--- src/sv/dnsp_pkg.sv ---
`default_nettype none
package dnsp_pkg;

	// Field kind codes carried on field_kind.
	localparam logic [3:0] KIND_ID      = 4'd0;
	localparam logic [3:0] KIND_QNAME   = 4'd6;
	localparam logic [3:0] KIND_QTYPE   = 4'd7;
	localparam logic [3:0] KIND_QCLASS  = 4'd8;
	localparam logic [3:0] KIND_RNAME   = 4'd9;
	localparam logic [3:0] KIND_RTYPE   = 4'd10;
	localparam logic [3:0] KIND_RCLASS  = 4'd11;
	localparam logic [3:0] KIND_TTL     = 4'd12;
	localparam logic [3:0] KIND_RDLEN   = 4'd13;
	localparam logic [3:0] KIND_RDATA   = 4'd14;
	localparam logic [3:0] KIND_NAMEERR = 4'd15;

	// Header layout: twelve bytes, flags word at byte offsets 2 and 3.
	localparam logic [8:0]  HDR_LAST_OFF  = 9'd11;
	localparam logic [8:0]  HDR_FLAGS_OFF = 9'd3;
	localparam logic [15:0] FLAGS_MASK    = 16'hFF8F;

	// Parser phases, one-hot.
	typedef enum logic [11:0] {
		PH_IDLE   = 12'b0000_0000_0001,
		PH_HEADER = 12'b0000_0000_0010,
		PH_QNAME  = 12'b0000_0000_0100,
		PH_QTYPE  = 12'b0000_0000_1000,
		PH_QCLASS = 12'b0000_0001_0000,
		PH_RNAME  = 12'b0000_0010_0000,
		PH_RTYPE  = 12'b0000_0100_0000,
		PH_RCLASS = 12'b0000_1000_0000,
		PH_TTL    = 12'b0001_0000_0000,
		PH_RDLEN  = 12'b0010_0000_0000,
		PH_RDATA  = 12'b0100_0000_0000,
		PH_DONE   = 12'b1000_0000_0000
	} phase_t;

	// One result item.
	typedef struct packed {
		logic [3:0]  kind;
		logic [31:0] value;
		logic        last;
	} result_t;

endpackage
`default_nettype wire

--- src/sv/dnsp_parse.sv ---
`default_nettype none
module dnsp_parse import dnsp_pkg::*; #(
	parameter int NAME_MAX  = 256,
	parameter int RDATA_MAX = 512
) (
	input  wire logic       clk,
	input  wire logic       arst_n,
	input  wire logic       step,
	input  wire logic [7:0] data_byte,
	input  wire logic       first_byte,
	output logic            res_valid,
	output result_t         res
);

	localparam logic [8:0]  NameLimit  = 9'(NAME_MAX);
	localparam logic [15:0] RdataLimit = 16'(RDATA_MAX);

	phase_t      phase_q, phase_n, phase_c;
	logic [1:0]  bif_q, bif_n, bif_c;
	logic [31:0] asm_q, asm_n, asm_c, asm_shift;
	logic [8:0]  nlen_q, nlen_n, nlen_c;
	logic [15:0] rrem_q, rrem_n, rrem_c, rrem_dec, rdlen_v;
	logic        ptr_q, ptr_n, ptr_c;
	logic        name_err;

	// A first byte restarts the parser from a cleared state in the header phase.
	always_comb begin
		if (first_byte) begin
			phase_c = PH_HEADER;
			bif_c   = '0;
			asm_c   = '0;
			nlen_c  = '0;
			rrem_c  = '0;
			ptr_c   = 1'b0;
		end else begin
			phase_c = phase_q;
			bif_c   = bif_q;
			asm_c   = asm_q;
			nlen_c  = nlen_q;
			rrem_c  = rrem_q;
			ptr_c   = ptr_q;
		end
	end

	assign asm_shift = {asm_c[23:0], data_byte};
	assign name_err  = (nlen_c >= NameLimit);
	assign rrem_dec  = rrem_c - 16'd1;
	assign rdlen_v   = asm_shift[15:0];

	// Next state and result for the current byte.
	always_comb begin
		phase_n   = phase_c;
		bif_n     = bif_c;
		asm_n     = asm_c;
		nlen_n    = nlen_c;
		rrem_n    = rrem_c;
		ptr_n     = ptr_c;
		res_valid = 1'b0;
		res.kind  = KIND_ID;
		res.value = asm_shift;
		res.last  = 1'b0;
		unique case (phase_c)
			PH_HEADER: begin
				asm_n  = {16'd0, asm_c[7:0], data_byte};
				nlen_n = nlen_c + 9'd1;
				if (nlen_c[0]) begin
					res_valid = 1'b1;
					res.kind  = nlen_c[4:1];
					res.value = {16'd0, asm_c[7:0], data_byte};
					if (nlen_c == HDR_FLAGS_OFF) begin
						res.value = {16'd0, {asm_c[7:0], data_byte} & FLAGS_MASK};
					end
					asm_n = '0;
					if (nlen_c >= HDR_LAST_OFF) begin
						phase_n = PH_QNAME;
						bif_n   = '0;
						nlen_n  = '0;
					end
				end
			end
			PH_QNAME, PH_RNAME: begin
				if (phase_c == PH_QNAME || !ptr_c) begin
					if (data_byte == 8'd0) begin
						phase_n = (phase_c == PH_QNAME) ? PH_QTYPE : PH_RTYPE;
						bif_n   = '0;
						asm_n   = '0;
					end
				end
				if (data_byte != 8'd0 || (phase_c == PH_RNAME && ptr_c)) begin
					res_valid = 1'b1;
					if (name_err) begin
						phase_n   = PH_DONE;
						res.kind  = KIND_NAMEERR;
						res.value = '0;
						res.last  = 1'b1;
					end else begin
						nlen_n    = nlen_c + 9'd1;
						res.kind  = (phase_c == PH_QNAME) ? KIND_QNAME : KIND_RNAME;
						res.value = {24'd0, data_byte};
					end
					// A compression pointer ends the record name after its second byte.
					if (phase_c == PH_RNAME) begin
						if (ptr_c) begin
							ptr_n = 1'b0;
							if (!name_err) begin
								phase_n = PH_RTYPE;
								bif_n   = '0;
								asm_n   = '0;
							end
						end else if (data_byte[7:6] == 2'b11) begin
							ptr_n = 1'b1;
						end
					end
				end
			end
			PH_QTYPE, PH_QCLASS, PH_RTYPE, PH_RCLASS, PH_TTL, PH_RDLEN: begin
				asm_n = asm_shift;
				if (bif_c == ((phase_c == PH_TTL) ? 2'd3 : 2'd1)) begin
					res_valid = 1'b1;
					bif_n     = '0;
					asm_n     = '0;
					unique case (phase_c)
						PH_QTYPE: begin
							res.kind = KIND_QTYPE;
							phase_n  = PH_QCLASS;
						end
						PH_QCLASS: begin
							res.kind = KIND_QCLASS;
							phase_n  = PH_RNAME;
							nlen_n   = '0;
							ptr_n    = 1'b0;
						end
						PH_RTYPE: begin
							res.kind = KIND_RTYPE;
							phase_n  = PH_RCLASS;
						end
						PH_RCLASS: begin
							res.kind = KIND_RCLASS;
							phase_n  = PH_TTL;
						end
						PH_TTL: begin
							res.kind = KIND_TTL;
							phase_n  = PH_RDLEN;
						end
						default: begin
							res.kind  = KIND_RDLEN;
							res.value = {16'd0, rdlen_v};
							rrem_n    = (rdlen_v > RdataLimit) ? RdataLimit : rdlen_v;
							res.last  = (rdlen_v == 16'd0);
							phase_n   = (rdlen_v == 16'd0) ? PH_DONE : PH_RDATA;
						end
					endcase
				end else begin
					bif_n = bif_c + 2'd1;
				end
			end
			PH_RDATA: begin
				rrem_n    = rrem_dec;
				res_valid = 1'b1;
				res.kind  = KIND_RDATA;
				res.value = {24'd0, data_byte};
				res.last  = (rrem_dec == 16'd0);
				if (rrem_dec == 16'd0) begin
					phase_n = PH_DONE;
				end
			end
			default: begin
			end
		endcase
	end

	// Parser state registers, updated once per processed item.
	always_ff @(posedge clk or negedge arst_n) begin
		if (!arst_n) begin
			phase_q <= PH_IDLE;
			bif_q   <= '0;
			asm_q   <= '0;
			nlen_q  <= '0;
			rrem_q  <= '0;
			ptr_q   <= 1'b0;
		end else if (step) begin
			phase_q <= phase_n;
			bif_q   <= bif_n;
			asm_q   <= asm_n;
			nlen_q  <= nlen_n;
			rrem_q  <= rrem_n;
			ptr_q   <= ptr_n;
		end
	end

endmodule
`default_nettype wire

--- src/sv/dnsp_outbuf.sv ---
`default_nettype none
module dnsp_outbuf import dnsp_pkg::*; (
	input  wire logic     clk,
	input  wire logic     arst_n,
	input  wire logic     push,
	input  wire result_t  push_res,
	output logic          full,
	output logic          out_valid,
	input  wire logic     out_ready,
	output result_t       out_res
);

	logic    main_valid_q, skid_valid_q, pop;
	result_t main_q, skid_q;

	assign pop       = main_valid_q && out_ready;
	assign full      = skid_valid_q;
	assign out_valid = main_valid_q;
	assign out_res   = main_q;

	// Output register with one skid entry; the input side sees only the registered full flag.
	always_ff @(posedge clk or negedge arst_n) begin
		if (!arst_n) begin
			main_valid_q <= 1'b0;
			skid_valid_q <= 1'b0;
		end else if (skid_valid_q) begin
			if (pop) begin
				skid_valid_q <= 1'b0;
			end
		end else if (push) begin
			if (main_valid_q && !pop) begin
				skid_valid_q <= 1'b1;
			end else begin
				main_valid_q <= 1'b1;
			end
		end else if (pop) begin
			main_valid_q <= 1'b0;
		end
	end

	// Payload registers.
	always_ff @(posedge clk) begin
		if (skid_valid_q) begin
			if (pop) begin
				main_q <= skid_q;
			end
		end else if (push) begin
			if (main_valid_q && !pop) begin
				skid_q <= push_res;
			end else begin
				main_q <= push_res;
			end
		end
	end

endmodule
`default_nettype wire

--- src/sv/dns_response_field_parser.sv ---
// A byte is registered at the input and its result item at the output buffer.
// Throughput: one byte per cycle unless the skid entry is full; one parser step per byte.
// The skid stage's registered full flag, not out_ready, gates input acceptance.
// Reset (arst_n low, asynchronous) idles the parser; bytes are ignored until first_byte.
`default_nettype none
module dns_response_field_parser import dnsp_pkg::*; #(
	parameter int NAME_MAX  = 256,
	parameter int RDATA_MAX = 512
) (
	input  wire logic        clk,
	input  wire logic        arst_n,
	input  wire logic        in_valid,
	output logic             in_ready,
	input  wire logic [7:0]  data_byte,
	input  wire logic        first_byte,
	output logic             out_valid,
	input  wire logic        out_ready,
	output logic [3:0]       field_kind,
	output logic [31:0]      field_value,
	output logic             last_item
);

	logic       valid_s1, advance, buf_full, res_valid;
	logic [7:0] data_s1;
	logic       first_s1;
	result_t    res, out_res;

	assign advance  = valid_s1 && !buf_full;
	assign in_ready = !valid_s1 || !buf_full;

	// Input register for the item being parsed.
	always_ff @(posedge clk or negedge arst_n) begin
		if (!arst_n) begin
			valid_s1 <= 1'b0;
		end else if (in_valid && in_ready) begin
			valid_s1 <= 1'b1;
		end else if (advance) begin
			valid_s1 <= 1'b0;
		end
	end

	always_ff @(posedge clk) begin
		if (in_valid && in_ready) begin
			data_s1  <= data_byte;
			first_s1 <= first_byte;
		end
	end

	dnsp_parse #(
		.NAME_MAX  (NAME_MAX),
		.RDATA_MAX (RDATA_MAX)
	) u_parse (
		.clk        (clk),
		.arst_n     (arst_n),
		.step       (advance),
		.data_byte  (data_s1),
		.first_byte (first_s1),
		.res_valid  (res_valid),
		.res        (res)
	);

	dnsp_outbuf u_outbuf (
		.clk       (clk),
		.arst_n    (arst_n),
		.push      (advance && res_valid),
		.push_res  (res),
		.full      (buf_full),
		.out_valid (out_valid),
		.out_ready (out_ready),
		.out_res   (out_res)
	);

	assign field_kind  = out_res.kind;
	assign field_value = out_res.value;
	assign last_item   = out_res.last;

endmodule
`default_nettype wire

--- config.mk ---
export PLATFORM = sky130hd
export DESIGN_NAME = dns_response_field_parser
export DESIGN_NICKNAME = d
export VERILOG_FILES = /design/src/sv/dnsp_pkg.sv /design/src/sv/dnsp_parse.sv /design/src/sv/dnsp_outbuf.sv /design/src/sv/dns_response_field_parser.sv
export SDC_FILE = /design/constraint.sdc
export NUM_CORES = 1
export LEC_CHECK = 0
export BUFFER_PORTS_ARGS = -buffer_cell sky130_fd_sc_hd__buf_2
export CORE_UTILIZATION = 40
export DETAILED_ROUTE_END_ITERATION = 6
export SKIP_LAST_GASP = 1
export SLEW_MARGIN = 20
export SYNTH_ARGS = -nofsm -noshare
export SYNTH_HDL_FRONTEND = slang
export SYNTH_SLANG_ARGS = --single-unit
--- constraint.sdc ---
create_clock -name clk -period 4.3 [get_ports clk]
set_clock_uncertainty 0.15 [all_clocks]
set_input_delay 0.645 -clock clk [delete_from_list [all_inputs] [get_ports clk]]
set_output_delay 0.645 -clock clk [all_outputs]
set_load 0.005 [all_outputs]
==> flow_metrics.tcl, run 1 <==
set metrics [dict create \
    max-cap-violations 0 \
    netlist_area_mm2 0.00782 \
    antenna_found_initial 0 \
    cts_sinks 150 \
    viasPerCell 5.90 \
    design_area_mm2 0.00898 \
    seqCellArea_mm2 0.00417 \
    num_antenna_cells 0 \
    startpoint_type "flop" \
    die_area_mm2 0.0201 \
    grt_pass1_vias 5819 \
    cp_max_fo 9 \
    multi_input_area_mm2 0.00338 \
    drive_gt1_share_pct 18.5 \
    yosys_warnings 0 \
    cts_htree_levels 4 \
    drtIter0Drc 709 \
    setup_tns_ps 0 \
    critical_path_class "reg -> reg" \
    die_x_um 142 \
    grt_usage_pct 21.8 \
    place_area_mm2 0.00836 \
    synth_nets 744 \
    vias 6193 \
    worst_slew_pin_slew_ps 833 \
    cts_inserted_buffers 17 \
    grt_pass1_wl_um 33200 \
    post-route-period-util_pct 95.1 \
    drcViolationCount 1 \
    crit_arrival_ps 4200 \
    grt_overflow 0 \
    post_cts_buffers 0 \
    clock-root-buffer "clkbuf_16" \
    hold_viol_final 0 \
    rsz0062_at_grt "no" \
    cp-end-kind "flop" \
    synthToLayoutAreaGrowth_pct 14.9 \
    portBuffers 51 \
    routabilityCongestion 0.925 \
    synth_edf_count 83 \
    synth_seq_area_share_pct 53.3 \
    io_pins 52 \
    fin_ws_ps 209 \
    rows 50 \
    ctsResizeCount 0 \
    slew_headroom_pct 44.3 \
    grt_max_degree 43 \
    start_util_pct 41.2 \
    violations "design-rule violations" \
    cts_tree "built" \
    ys.flop_type "edfxtp_1" \
    syn_inst 728 \
    wire_per_inst_um 20.0 \
    cellPowerDensity_mw_per_mm2 527 \
    r2r_slack_ps 210 \
    cts_hold_buf 1 \
    p_leak_nw 3.50 \
    clk_pin_slew_ps 70 \
    clkLatencyLatePin_ps 430 \
    ir_drop_uv 299 \
    setup_viol 0 \
    final_nets 793 \
    routed_wl_um 21000 \
    min_path_type "in -> reg" \
    synth_cell_type_count 78 \
    drt.antenna.violating_nets 0 \
    drv_slew 0 \
    dp_hpwl_um 14900 \
    syn_avg_cell_area_um2 10.7 \
    ys_async_sr_fraction_pct 44.7 \
    period_minus_slack_ps 4090 \
    status "finished, violations left" \
    place_ws_ps 361 \
    cp_data_required_time_ps 4410 \
    die_y_um 142 \
    coreArea_mm2 0.0190 \
    fillers 1765 \
    fmax_ghz 0.244 \
    cts_buffer_depth 2 \
    ys_ff_latch 150 \
    dr.pass1.iters 7 \
]
[kinds of logic (layout without fill, tap and decap cells)]
logic type	after synthesis	count (layout)	synth area share (%)
AND/OR/NAND/NOR	277	277	20.0
XOR/XNOR	7	7	0.784
flip-flops	150	150	53.3
buffers and inverters	60	122	3.47
multiplexers	25	25	3.58
AO/OA/AOI/OAI	206	206	18.4
adder cells (fa/ha/maj)	3	3	0.480
[path summary, 6_finish.rpt]
check	start	endpoint	depth (start not counted)
worst max register to register	first_s1	u_parse.phase_q[7]	12
worst min-delay path	data_byte[3]	data_s1[3]	1
max in group asynchronous	arst_n	u_parse.asm_q[16]	3
worst max-delay path	first_s1	u_parse.phase_q[7]	12
worst min register to register	u_parse.bif_q[1]	u_parse.bif_q[1]	1
min in group asynchronous	arst_n	u_parse.rrem_q[10]	2
[critical path: stages, from the launching register on]
cell and delay [ps]:
edfxtp_1 570, inv_1 160, nand2_1 120, ha_1 230, nor4b_1 140, buf_4 160, a21oi_1 550, a21oi_1 140
o41ai_1 350, o2111a_1 360, nor2_1 160, o31ai_2 610, o21ai_0 220
[registers in the layout, indices dropped and copies added, names as in the netlist, 2 cells and up]
name,flops
u_parse.phase_q,12
u_outbuf.out_res,37
u_parse.nlen_q,9
u_parse.rrem_q,16
u_outbuf.skid_q,37
data_s1,8
u_parse.bif_q,2
u_parse.asm_q,24
[power by group]
| part | leakage [nW] | internal, mW | switching (mW) | total [mW] |
|---|---|---|---|---|
| registers | 1.67 | 1.83 | 0.177 | 2.01 |
| clock network | 0.298 | 0.882 | 0.664 | 1.55 |
| logic | 1.53 | 0.463 | 0.713 | 1.18 |
[layer usage]
metal,vias to the layer above,global-route usage [%],part of all wire (%)
li1,2875,-,-
met4,0,6.17,1.3
met5,-,0,0
met3,24,4.05,5.0
met2,251,34.7,48
met1,3043,30.2,46
[cell usage in the layout, fill, tap and decap left out, types with 5 or more instances in the layout]
cell type  Yosys  final
edfxtp_1      83     83
dfrtp_1       66     66
nor2_1        58     58
nand2_1       54     54
buf_2         10     51
a22o_1        45     45
o21ai_0       43     43
a21oi_1       36     36
and2_1        35     35
nand3_1       21     21
mux2_2        21     21
nor3_1        19     19
buf_4          3     19
inv_1         18     18
clkbuf_16      0     17
a31oi_1       13     13
o211ai_1      12     12
nor4_1        10     10
nor2b_1        9      9
nor3b_1        9      9
nand4_1        9      9
o31ai_1        9      9
nor4b_1        6      6
or4_1          6      6
o21ai_1        6      6
inv_6          0      6
xnor2_1        5      5
or3_1          5      5
and3_1         5      5
[area by class of cell]
class                   count  share of cell area, %
clock buffers              17                   4.74
well taps                 260                   3.62
flip-flops and latches    150                   46.4
multi-input cells         518                   37.7
clock inverters            15                   2.05
inverters                  18                  0.752
repair buffers             72                   4.76
[synth_stat cells (all sizes together) (5+ instances only)]
cell     n  area share (%)
nor3b    9            0.86
buf     19             1.5
nand3   21             1.3
clkbuf  23             1.1
nor2b   10            0.83
and3     5            0.40
a21oi   37             2.4
a22o    45             5.0
nor2    59             2.9
o31ai   10             1.0
inv     18            0.86
nand4   11             1.2
nor3    22             1.8
or4      7            0.72
mux2    21             3.0
o21ai   49             3.1
edfxtp  83              32
o211ai  12             1.2
or3      5            0.40
nand2   54             2.6
dfrtp   66              21
a31oi   13             1.0
and2    35             2.8
xnor2    5            0.56
nor4b    6            0.67
nor4    14             1.7
[metrics by stage]
stage | total power, mW | instances | utilization [%] | hold WS [ps]
after floorplan | 2.79 | 728 | - | 199
after global placement | 3.19 | 1017 | 44.1 | 322
after detailed placement | 3.21 | 1017 | 44.1 | 334
after CTS | 4.76 | 1050 | 47.4 | 225
after global routing | 4.97 | 1050 | 47.4 | 222
final | 4.73 | 1050 | 47.4 | 236
(Power assumes the default switching activity.)
==> run 2, diff against run 1 <==
--- a/config.mk
+++ b/config.mk
@@ -6,8 +6,9 @@
 export NUM_CORES = 1
 export LEC_CHECK = 0
 export BUFFER_PORTS_ARGS = -buffer_cell sky130_fd_sc_hd__buf_2
-export CORE_UTILIZATION = 40
+export CORE_UTILIZATION = 55
 export DETAILED_ROUTE_END_ITERATION = 6
+export PLACE_DENSITY = 0.76
 export SKIP_LAST_GASP = 1
 export SLEW_MARGIN = 20
 export SYNTH_ARGS = -nofsm -noshare
==> flow_metrics.tcl, run 2 (synthesized netlist as in run 1, its figures left out) <==
set metrics [dict create \
    r2r-end "u_parse.phase_q[5]" \
    routed_wl_um 21100 \
    cts_tree "built" \
    clkLatencyLatePin_ps 420 \
    cts_buffer_depth 2 \
    max-cap-violations 0 \
    die_area_mm2 0.0147 \
    drt.antenna.violating_nets 0 \
    wire_per_inst_um 21.8 \
    critPathBufInv 1 \
    startpoint_type "flop" \
    grt_pass1_wl_um 33500 \
    cts_htree_levels 4 \
    clock-root-buffer "clkbuf_16" \
    reg2reg_from "first_s1" \
    wl_met2_um 10300 \
    hold_viol_final 0 \
    vias 6288 \
    rows 43 \
    grt_usage_pct 30.4 \
    cp-end-kind "flop" \
    num_antenna_cells 0 \
    crit_path_end "u_parse.phase_q[5]" \
    portBuffers 51 \
    path_depth 10 \
    period_minus_slack_ps 3960 \
    die_x_um 121 \
    critical_path_class "reg -> reg" \
    grt_overflow 0 \
    final_nets 789 \
    cts_hold_buf 0 \
    dr.pass1.iters 6 \
    io_pins 52 \
    final_common_cell "edfxtp_1" \
    cts_sinks 150 \
    setup_tns_ps 0 \
    ir_drop_uv 291 \
    setup_viol 0 \
    min_path_type "in -> async" \
    top_layer "met4" \
    slew_headroom_pct 40.7 \
    ctsResizeCount 0 \
    synthToLayoutAreaGrowth_pct 13.3 \
    drt-met1-wl_um 8930 \
    drv_slew 0 \
    drive_gt1_share_pct 18.2 \
    start_util_pct 56.3 \
    final_cell_mix "edfxtp_1, dfrtp_1, nor2_1" \
    cp_max_fo 11 \
    crit_arrival_ps 4090 \
    cp_data_required_time_ps 4430 \
    post-route-period-util_pct 92.0 \
    drcViolationCount 0 \
    crit_slowest_cell "nor4b_1" \
    viasPerCell 6.51 \
    coreArea_mm2 0.0139 \
    r2r_cells 10 \
    grt_pass1_vias 5951 \
    cts_inserted_buffers 17 \
    power_mw 4.82 \
    status "complete, no violations" \
    post_cts_buffers 0 \
    dp_hpwl_um 14500 \
    p_leak_nw 3.49 \
    crit_family "compound AO/OA/AOI/OAI gates" \
    antenna_found_initial 0 \
    timing.hold.ws_ps 34.0 \
    cellPowerDensity_mw_per_mm2 544 \
    fmax_ghz 0.253 \
    grt_max_degree 48 \
    final_util_pct 63.8 \
    drtIter0Drc 877 \
    crit_chain "inv_1 -> nand2_1 -> ha_1 -> nor4b_1 -> a21oi_1 -> o31ai_1 -> o2111a_1 -> nor2_1 -> o31ai_2 -> o22ai_1" \
    crit_start "first_s1" \
    critPathMaxStageDelay_ps 700 \
    rsz0062_at_grt "no" \
    routabilityCongestion 0.949 \
    clk_pin_slew_ps 70 \
    die_y_um 121 \
    r2r_slack_ps 340 \
    dr_wl_met3_um 1380 \
    worst_slew_pin_slew_ps 882 \
]
run 2: cell count changes in the layout (fill, tap and decap cells not counted), sizes merged:
cell         delta
dlygate4sd3     -1
inv             +1
buf             -3
clkinv          -2
bufinv          +1
run 2: how the worst min path moves through the flow:
stage	start	to	slack (ps)	cells after the start
2_1_floorplan	arst_n	u_outbuf.full	200	0
3_3_place_gp	u_parse.bif_q[1]	u_parse.bif_q[1]	320	1
3_5_place_dp	u_parse.bif_q[1]	u_parse.bif_q[1]	340	1
4_1_cts	arst_n	u_parse.rrem_q[13]	40	1
5_1_grt	arst_n	u_parse.rrem_q[13]	80	1
6_report	arst_n	u_parse.rrem_q[13]	30	1
run 2: cell type report:
cell class / count / area, um2
inverters: 18 / 67.6
repair buffers: 68 / 383
multi-input cells: 518 / 3380
clock inverters: 15 / 206
flip-flops and latches: 150 / 4170
clock buffers: 17 / 425
fillers: 1083 / 5020
well taps: 180 / 225
run 2: routing by layer:
metal | track usage, % | up-vias
li1 | - | 2864
met1 | 42.2 | 3069
met2 | 48.6 | 313
met3 | 5.45 | 42
met4 | 9.72 | 0
met5 | 0 | -
run 2: per-stage QoR:
| step | setup WS, ps | cell area [um2] | cells |
|---|---|---|---|
| final | 343 | 8860 | 966 |
| after global routing | 10.8 | 8860 | 966 |
| after CTS | 418 | 8860 | 966 |
| after detailed placement | 488 | 8230 | 934 |
| after global placement | 641 | 8230 | 934 |
| after floorplan | 576 | 7820 | 728 |
run 2: worst reg2reg max path, stage by stage, from the launching register on:
cell and delay (ps):
edfxtp_1 560, inv_1 150, nand2_1 130, ha_1 420, nor4b_1 700, a21oi_1 310
o31ai_1 330, o2111a_1 300, nor2_1 130, o31ai_2 480, o22ai_1 160
run 2: report_power, final:
part	internal [mW]	switching, mW	leakage, nW
clock	0.944	0.659	0.309
combinational	0.455	0.729	1.50
sequential	1.83	0.195	1.67
total	3.23	1.58	3.49
